<file path="config.mk">
export PLATFORM = sky130hd
export DESIGN_NAME = touch_key_baseline_detector_unit_flat
export DESIGN_NICKNAME = d
export VERILOG_FILES = /design/src/design/tkbd_pkg.sv /design/src/design/tkbd_if.sv /design/src/design/tkbd_cfg.sv /design/src/design/tkbd_core.sv /design/src/design/touch_key_baseline_detector_unit.sv /design/src/flat_wrapper.sv
export SDC_FILE = /design/constraint.sdc
export NUM_CORES = 1
export LEC_CHECK = 0
export BUFFER_PORTS_ARGS = -buffer_cell sky130_fd_sc_hd__buf_2
export CORE_MARGIN = 5
export CORE_UTILIZATION = 50
export CTS_CLUSTER_DIAMETER = 150
export DETAILED_ROUTE_END_ITERATION = 10
export PLACE_DENSITY_LB_ADDON = 0.08
export SETUP_SLACK_MARGIN = 0.02
export SLEW_MARGIN = 20
export SYNTH_ARGS = -nofsm -noshare
export SYNTH_HDL_FRONTEND = slang
export SYNTH_SLANG_ARGS = --single-unit
</file>
<file path="constraint.sdc">
create_clock -name clk -period 16.6 [get_ports clk]
set_input_delay 4.15 -clock clk [delete_from_list [all_inputs] [get_ports clk]]
set_output_delay 4.15 -clock clk [all_outputs]
set_load 0.05 [all_outputs]
</file>
<file path="src/design/tkbd_pkg.sv">
// Package for the touch key baseline detector.
// Holds widths, register codes, reset values and the shared struct types.
// No dependencies; compile first.
`default_nettype none

package tkbd_pkg;

	localparam int COUNT_BITS = 16;
	localparam int AVG_LENGTH = 32;
	localparam int AVG_SHIFT  = $clog2(AVG_LENGTH);
	localparam int SUM_W      = COUNT_BITS + AVG_SHIFT;
	localparam int RUN_W      = 8;
	localparam int TALLY_W    = 8;
	localparam int CFG_IDX_W  = 3;
	localparam int CFG_DATA_W = 16;

	typedef logic [COUNT_BITS-1:0] count_t;
	typedef logic [RUN_W-1:0]      run_t;
	typedef logic [TALLY_W-1:0]    tally_t;
	typedef logic [SUM_W-1:0]      sum_t;

	typedef enum logic [CFG_IDX_W-1:0] {
		CFG_PRESS_THRESHOLD   = 3'd0,
		CFG_RELEASE_MARGIN    = 3'd1,
		CFG_PRESS_CONFIRM     = 3'd2,
		CFG_RELEASE_CONFIRM   = 3'd3,
		CFG_PRESSED_TRACK_PER = 3'd4
	} cfg_reg_t;

	localparam logic [15:0] RST_PRESS_THRESHOLD   = 16'd30;
	localparam logic [15:0] RST_RELEASE_MARGIN    = 16'd40;
	localparam logic [7:0]  RST_PRESS_CONFIRM     = 8'd8;
	localparam logic [7:0]  RST_RELEASE_CONFIRM   = 8'd4;
	localparam logic [7:0]  RST_PRESSED_TRACK_PER = 8'd3;

	typedef struct packed {
		logic [15:0] press_threshold;
		logic [15:0] release_margin;
		logic [7:0]  press_confirm_count;
		logic [7:0]  release_confirm_count;
		logic [7:0]  pressed_track_period;
	} cfg_t;

	typedef struct packed {
		logic   key_pressed;
		count_t filtered_count;
		count_t baseline_level;
	} result_t;

endpackage

`default_nettype wire

</file>
<file path="src/design/tkbd_if.sv">
// Valid/ready channel interfaces for the touch key baseline detector.
// Depends on tkbd_pkg.
`default_nettype none

interface tkbd_sample_if;
	import tkbd_pkg::*;
	logic   valid;
	logic   ready;
	count_t raw_count;

	modport source (output valid, output raw_count, input ready);
	modport sink   (input valid, input raw_count, output ready);
endinterface

interface tkbd_result_if;
	import tkbd_pkg::*;
	logic   valid;
	logic   ready;
	logic   key_pressed;
	count_t filtered_count;
	count_t baseline_level;

	modport source (output valid, output key_pressed, output filtered_count,
		output baseline_level, input ready);
	modport sink   (input valid, input key_pressed, input filtered_count,
		input baseline_level, output ready);
endinterface

`default_nettype wire

</file>
<file path="src/design/tkbd_cfg.sv">
// Configuration register file: five write-only tuning registers.
// Depends on tkbd_pkg.
`default_nettype none

module tkbd_cfg (
	input  logic                              clk,
	input  logic                              arst_n,
	input  logic                              we,
	input  logic [tkbd_pkg::CFG_IDX_W-1:0]    index,
	input  logic [tkbd_pkg::CFG_DATA_W-1:0]   data,
	output tkbd_pkg::cfg_t                    cfg
);
	import tkbd_pkg::*;

	cfg_t cfg_q;

	always_ff @(posedge clk or negedge arst_n) begin
		if (!arst_n) begin
			cfg_q.press_threshold       <= RST_PRESS_THRESHOLD;
			cfg_q.release_margin        <= RST_RELEASE_MARGIN;
			cfg_q.press_confirm_count   <= RST_PRESS_CONFIRM;
			cfg_q.release_confirm_count <= RST_RELEASE_CONFIRM;
			cfg_q.pressed_track_period  <= RST_PRESSED_TRACK_PER;
		end else if (we) begin
			unique case (cfg_reg_t'(index))
				CFG_PRESS_THRESHOLD:   cfg_q.press_threshold       <= data[15:0];
				CFG_RELEASE_MARGIN:    cfg_q.release_margin        <= data[15:0];
				CFG_PRESS_CONFIRM:     cfg_q.press_confirm_count   <= data[7:0];
				CFG_RELEASE_CONFIRM:   cfg_q.release_confirm_count <= data[7:0];
				CFG_PRESSED_TRACK_PER: cfg_q.pressed_track_period  <= data[7:0];
				default: ;
			endcase
		end
	end

	assign cfg = cfg_q;

endmodule

`default_nettype wire

</file>
<file path="src/design/tkbd_core.sv">
// Per-sample update: filter, baseline tracking and press/release detection.
// Holds the tracker state; updates it on each advancing beat. Depends on tkbd_pkg.
`default_nettype none

module tkbd_core (
	input  logic                 clk,
	input  logic                 arst_n,
	input  logic                 advance,
	input  tkbd_pkg::count_t     raw_count,
	input  tkbd_pkg::cfg_t       cfg,
	output tkbd_pkg::result_t    result
);
	import tkbd_pkg::*;

	localparam logic [TALLY_W:0] AVG_LEN_T = (TALLY_W+1)'(AVG_LENGTH);

	count_t smoothed_q, baseline_q, rel_ref_q;
	sum_t   sum_q;
	tally_t tally_q;
	run_t   touch_run_q, release_run_q;
	logic   held_q, fresh_q;

	count_t smoothed_n, baseline_n, rel_ref_n;
	sum_t   sum_n;
	tally_t tally_n;
	run_t   touch_run_n, release_run_n;
	logic   held_n, fresh_n;

	logic [COUNT_BITS+1:0] acc;
	count_t                f;
	logic [COUNT_BITS:0]   pv_sum;
	count_t                pv;
	run_t                  touch_inc, release_inc;
	logic [TALLY_W:0]      tally_inc;
	sum_t                  sum_add;
	count_t                rise;

	always_comb begin
		// first-order filter, (3*old + new) / 4 floored
		acc = {1'b0, smoothed_q, 1'b0} + {2'b00, smoothed_q} + {2'b00, raw_count};
		f   = acc[COUNT_BITS+1:2];

		pv_sum = {1'b0, f} + {1'b0, cfg.press_threshold};
		pv     = pv_sum[COUNT_BITS] ? '1 : pv_sum[COUNT_BITS-1:0];

		touch_inc   = (touch_run_q == '1) ? touch_run_q : touch_run_q + 1'b1;
		release_inc = (release_run_q == '1) ? release_run_q : release_run_q + 1'b1;
		tally_inc   = {1'b0, tally_q} + 1'b1;
		sum_add     = sum_q + {{AVG_SHIFT{1'b0}}, f};

		smoothed_n    = f;
		baseline_n    = baseline_q;
		rel_ref_n     = rel_ref_q;
		sum_n         = sum_q;
		tally_n       = tally_q;
		touch_run_n   = touch_run_q;
		release_run_n = release_run_q;
		held_n        = held_q;
		fresh_n       = fresh_q;
		rise          = '0;

		if (!held_q) begin
			if (pv < baseline_q) begin
				touch_run_n = touch_inc;
				if (touch_inc >= cfg.press_confirm_count) begin
					held_n    = 1'b1;
					rel_ref_n = (baseline_q > cfg.press_threshold) ?
						baseline_q - cfg.press_threshold : '0;
				end
			end else begin
				touch_run_n = '0;
				tally_n     = tally_inc[TALLY_W-1:0];
				sum_n       = sum_add;
				if (tally_inc >= AVG_LEN_T) begin
					tally_n    = '0;
					baseline_n = sum_add[SUM_W-1:AVG_SHIFT];
					sum_n      = '0;
					if (fresh_q) begin
						fresh_n    = 1'b0;
						baseline_n = f;
					end
				end
				// fast upward tracking right after a release
				if (fresh_n && (f > baseline_n))
					baseline_n = f;
			end
		end else begin
			touch_run_n = '0;
			tally_n     = tally_inc[TALLY_W-1:0];
			if (tally_inc >= {1'b0, cfg.pressed_track_period}) begin
				tally_n    = '0;
				baseline_n = (f <= baseline_q) ? f : baseline_q + 1'b1;
			end
			rise = (f > baseline_n) ? f - baseline_n : '0;
			if ((f > rel_ref_q) || (rise > cfg.release_margin)) begin
				release_run_n = release_inc;
				if (release_inc >= cfg.release_confirm_count) begin
					release_run_n = '0;
					held_n        = 1'b0;
					baseline_n    = f;
					tally_n       = '0;
					sum_n         = '0;
					fresh_n       = 1'b1;
				end
			end else begin
				release_run_n = '0;
			end
		end

		result.key_pressed    = held_n;
		result.filtered_count = f;
		result.baseline_level = baseline_n;
	end

	always_ff @(posedge clk or negedge arst_n) begin
		if (!arst_n) begin
			smoothed_q    <= '0;
			baseline_q    <= '0;
			rel_ref_q     <= '0;
			sum_q         <= '0;
			tally_q       <= '0;
			touch_run_q   <= '0;
			release_run_q <= '0;
			held_q        <= 1'b0;
			fresh_q       <= 1'b0;
		end else if (advance) begin
			smoothed_q    <= smoothed_n;
			baseline_q    <= baseline_n;
			rel_ref_q     <= rel_ref_n;
			sum_q         <= sum_n;
			tally_q       <= tally_n;
			touch_run_q   <= touch_run_n;
			release_run_q <= release_run_n;
			held_q        <= held_n;
			fresh_q       <= fresh_n;
		end
	end

endmodule

`default_nettype wire

</file>
<file path="src/design/touch_key_baseline_detector_unit.sv">
// Touch key baseline detector, top level.
// Depends on tkbd_pkg, tkbd_if, tkbd_cfg and tkbd_core.
//
// Takes one raw capacitive conversion count per beat and returns one result
// beat per sample: the smoothed count, the environment baseline and the key
// state. A sample beat lands in an input register; once the output register
// is free or draining, it runs through the combinational update logic and
// the result is written into the output register while the tracker state
// updates. Throughput is one sample per clock while the consumer takes every
// result. The input side keeps taking beats while a finished result waits in
// the output register, so a stalled consumer holds off the producer only
// once both registers are full. Tuning registers are written through the
// plain write port and must only change while no sample is in flight.
`default_nettype none

module touch_key_baseline_detector_unit (
	input  logic                             clk,
	input  logic                             arst_n,
	tkbd_sample_if.sink                      sample_ch,
	tkbd_result_if.source                    result_ch,
	input  logic                             cfg_we,
	input  logic [tkbd_pkg::CFG_IDX_W-1:0]   cfg_index,
	input  logic [tkbd_pkg::CFG_DATA_W-1:0]  cfg_data
);
	import tkbd_pkg::*;

	cfg_t    cfg;
	result_t result;

	logic    valid_s1;
	count_t  raw_s1;
	logic    out_valid_q;
	result_t out_q;
	logic    advance;

	tkbd_cfg u_cfg (
		.clk    (clk),
		.arst_n (arst_n),
		.we     (cfg_we),
		.index  (cfg_index),
		.data   (cfg_data),
		.cfg    (cfg)
	);

	// advance the held sample when the output register is free or draining
	assign advance         = valid_s1 && (!out_valid_q || result_ch.ready);
	assign sample_ch.ready = !valid_s1 || advance;

	// input register: capture a beat, drop the entry once it advances
	always_ff @(posedge clk or negedge arst_n) begin
		if (!arst_n) begin
			valid_s1 <= 1'b0;
		end else if (sample_ch.ready) begin
			valid_s1 <= sample_ch.valid;
		end
	end

	always_ff @(posedge clk) begin
		if (sample_ch.valid && sample_ch.ready)
			raw_s1 <= sample_ch.raw_count;
	end

	tkbd_core u_core (
		.clk       (clk),
		.arst_n    (arst_n),
		.advance   (advance),
		.raw_count (raw_s1),
		.cfg       (cfg),
		.result    (result)
	);

	// output register: load on advance, hold while the consumer stalls
	always_ff @(posedge clk or negedge arst_n) begin
		if (!arst_n) begin
			out_valid_q <= 1'b0;
		end else if (advance) begin
			out_valid_q <= 1'b1;
		end else if (result_ch.ready) begin
			out_valid_q <= 1'b0;
		end
	end

	always_ff @(posedge clk) begin
		if (advance)
			out_q <= result;
	end

	assign result_ch.valid          = out_valid_q;
	assign result_ch.key_pressed    = out_q.key_pressed;
	assign result_ch.filtered_count = out_q.filtered_count;
	assign result_ch.baseline_level = out_q.baseline_level;

endmodule

`default_nettype wire

</file>
<file path="src/flat_wrapper.sv">
// flat-port wrapper written by rule: the top's interface ports become plain ports
module touch_key_baseline_detector_unit_flat import tkbd_pkg::*;
  (clk, arst_n, cfg_we, cfg_index, cfg_data, sample_ch_valid, sample_ch_raw_count, sample_ch_ready, result_ch_valid, result_ch_key_pressed, result_ch_filtered_count, result_ch_baseline_level, result_ch_ready);
  tkbd_sample_if sample_ch_i ();
  tkbd_result_if result_ch_i ();
  input  logic clk;
  input  logic arst_n;
  input  logic cfg_we;
  input  logic [tkbd_pkg::CFG_IDX_W-1:0] cfg_index;
  input  logic [tkbd_pkg::CFG_DATA_W-1:0] cfg_data;
  input wire logic [$bits(sample_ch_i.valid)-1:0] sample_ch_valid;
  input wire logic [$bits(sample_ch_i.raw_count)-1:0] sample_ch_raw_count;
  output wire logic [$bits(sample_ch_i.ready)-1:0] sample_ch_ready;
  output wire logic [$bits(result_ch_i.valid)-1:0] result_ch_valid;
  output wire logic [$bits(result_ch_i.key_pressed)-1:0] result_ch_key_pressed;
  output wire logic [$bits(result_ch_i.filtered_count)-1:0] result_ch_filtered_count;
  output wire logic [$bits(result_ch_i.baseline_level)-1:0] result_ch_baseline_level;
  input wire logic [$bits(result_ch_i.ready)-1:0] result_ch_ready;
  assign sample_ch_i.valid = sample_ch_valid;
  assign sample_ch_i.raw_count = sample_ch_raw_count;
  assign sample_ch_ready = sample_ch_i.ready;
  assign result_ch_valid = result_ch_i.valid;
  assign result_ch_key_pressed = result_ch_i.key_pressed;
  assign result_ch_filtered_count = result_ch_i.filtered_count;
  assign result_ch_baseline_level = result_ch_i.baseline_level;
  assign result_ch_i.ready = result_ch_ready;
  touch_key_baseline_detector_unit u_core (.clk(clk), .arst_n(arst_n), .sample_ch(sample_ch_i), .result_ch(result_ch_i), .cfg_we(cfg_we), .cfg_index(cfg_index), .cfg_data(cfg_data));
endmodule
</file>
==> run metrics <==
CP Launch Type flip-flop; FF-to-FF Start u_core.u_core.smoothed_q[1]; gpl congestion 0.9680; layout filler cell count 2996; H-tree depth 1; Fmax 0.09071 GHz; Post-CTS Resized 0; Compound-Gate Fraction of Synth Area 23.81%; row cnt 66; CTS root buf clkbuf_16; total global routing overflow 0; I/O Pins 75; Final Critical Period 11.02 ns; Required @ worst endpoint 16.98 ns; main combinational cell family by area after synthesis compound AO/OA/AOI/OAI gates; CP Capture Type flip-flop; Min-Delay Path Class reg -> reg; final setup vio count 0; Max Cap Viol 0; critical setup path kind reg -> reg; die width 191.6 microns; Inserted Clock Buffers 26; Antenna Cells 0; register area share after synthesis 32.21%; Mapped Nets 2123; area leader, netlist dfrtp_1; EDFF count, synth 49; ys async rst share 75.74%; Distinct cells, synth 92; Critical Path AT 11.40 ns; First DRT Iteration DRCs 1198; Worst Max-Slew Pin Slew 1.092 ns; Synth Area in Adders 16.61%; fin crit share 66.41%; Core Region 0.03254 sq mm; Hold Vio Cnt, Final 0; layout cell share with drive strength beyond 1 11.67%; Post-Route WL 53490 microns; Pre-Repair DR Iteration Count 7; Avg Cell Area, Syn 8.791 sq um; number of global-route vias before repair 14640; CTS tree built; final net count 2190; Clock Latency Late Sink 0.55 ns; setup bufs post-CTS 0; DR vias/cell 6.196; first-pass GRT wire length 83430 microns; total global-route track usage 29.05%; # clock sinks 202; top cell type's share of synthesized area 21.70%; Synth Area in XOR/XNOR 3.869%; area growth from synthesis to layout 11.58%; top-count cell post-synth nand2_1; RSZ-0062 raised after global routing false; wire per inst 22.24 microns; multiplexer share of the synthesized area 2.117%; Via Count 14900; Synth area leaders dfrtp_1, ha_1, edfxtp_1; Post-synth top cells nand2_1, ha_1, o21ai_0, dfrtp_1, inv_1; most common flop cell mapped by yosys dfrtp_1; CP peak stage delay 0.81 ns; initial antenna violation count 0; CP Launch Point u_core.u_core.smoothed_q[1]; DRC 0; Bufs on Longest Clock Path 3; PortBufs 74; setup tns final 0 ns; pin count of the biggest net entering global routing 90; Detail Route Antenna Nets 0; CTS clk-pin slew, worst paths 0.07 ns; synthesized flop and latch total 202; hpwl dp 39490 microns; Syn. warnings 0; Worst path slowest cell and2_1; post-synthesis cell count 1876; Die Span Y 191.6 microns; Mapped Area 0.01649 sq mm; Slew Limit Fails 0; DIE AREA 0.03672 sq mm; post-synthesis simple-gate area fraction 16.68%; CTS Hold Bufs 0; CP Max Fanout 27; status complete, no violations; clock skew 0.01324 ns; Rel. slew slack 26.67%; HP Start u_core.u_core.sum_q[10]; Initial Utilization 50.69%
## flip-flops by register name, indices dropped and copies added (netlist names), 8 cells and up
register and flops:
u_core.u_core.release_run_q 8, u_core.u_core.sum_q 21, u_core.raw_s1 16, u_core.u_cfg.cfg 56
u_core.u_core.baseline_q 16, u_core.u_core.touch_run_q 8, u_core.u_core.rel_ref_q 16, u_core.u_core.tally_q 8
u_core.result_ch.baseline_level 16, u_core.u_core.smoothed_q 16, u_core.result_ch.filtered_count 16
## layout by cell type (no fill, tap or decap), drive strengths merged, types with 9 or more instances in the layout
cell    instances
a211o           9
ha            187
o21a           24
a22o           31
a21o           43
or3            10
a31oi          21
nor2          111
nand2b         23
xor2           28
buf           109
a21oi         121
nor3           37
fa             20
nand2         223
o21ai         166
clkbuf         35
xnor2          44
o22ai          12
mux2           20
o211ai         20
inv           128
o221ai         10
a211oi         22
edfxtp         49
mux2i          12
a22oi           9
nor2b          12
nand4          31
and2           12
o21bai         10
dfrtp         143
and4           11
and3           18
nand3          59
o31ai          19
dfstp          10
## metrics by stage
step | setup slack (ns) | hold WS [ns] | area (sq um) | utilization, % | instances
after global placement | 6.016 | 0.4676 | 17430 | 53.56 | 2357
after floorplan | 7.817 | 0.4498 | 16490 | - | 1876
after global routing | 4.655 | 0.5128 | 18400 | 56.56 | 2405
final | 5.576 | 0.4868 | 18400 | 56.56 | 2405
after CTS | 5.654 | 0.4909 | 18400 | 56.56 | 2405
after detailed placement | 5.726 | 0.4770 | 17430 | 53.56 | 2357
## cell type report
cell class,count,area [sq um],area share [%]
clock buffer,35,755.7,4.107
tap,442,553.0,3.005
sequential,202,5313,28.87
timing repair buffer,109,639.4,3.475
inverter,129,484.2,2.631
multi-input combinational,1475,10440,56.72
clock inverter,13,219.0,1.190
## routing by layer
metal	part of all wire, %	GRT usage [%]	vias up
met5	0	0	-
met1	44	40.14	7173
met2	44	45.77	541
met4	4.1	10.41	0
li1	-	-	7040
met3	8.0	5.507	147
## worst max-delay path: cells and delay by family (launching register included)
family                   cells  cell delay (ns)
XOR/XNOR                     2             0.46
adder cells (fa/ha/maj)      5             2.07
AND/OR/NAND/NOR             11             2.90
buffers and inverters        3             0.56
flip-flops                   1             0.44
AO/OA/AOI/OAI               16             4.40
## worst paths after layout
kind                                                             to  slack, ns  depth (start not counted)
worst max-delay path            u_core.result_ch.baseline_level[12]       5.58                         37
worst min register to register              u_core.u_core.sum_q[10]       0.49                          2
max in group asynchronous              u_core.u_core.touch_run_q[0]      11.52                          2
worst min-delay path                        u_core.u_core.sum_q[10]       0.49                          2
min in group asynchronous                      u_core.u_cfg.cfg[55]       3.69                          1
worst max register to register  u_core.result_ch.baseline_level[12]       5.58                         37
## cells by family after synthesis
logic type	after synthesis
AO/OA/AOI/OAI	586
AND/OR/NAND/NOR	578
adder cells (fa/ha/maj)	207
flip-flops	202
buffers and inverters	199
XOR/XNOR	72
multiplexers	32
Power is left out: the tool's default activity adds up to more than one toggle a clock period on the data nets, which glitch-free logic cannot reach.
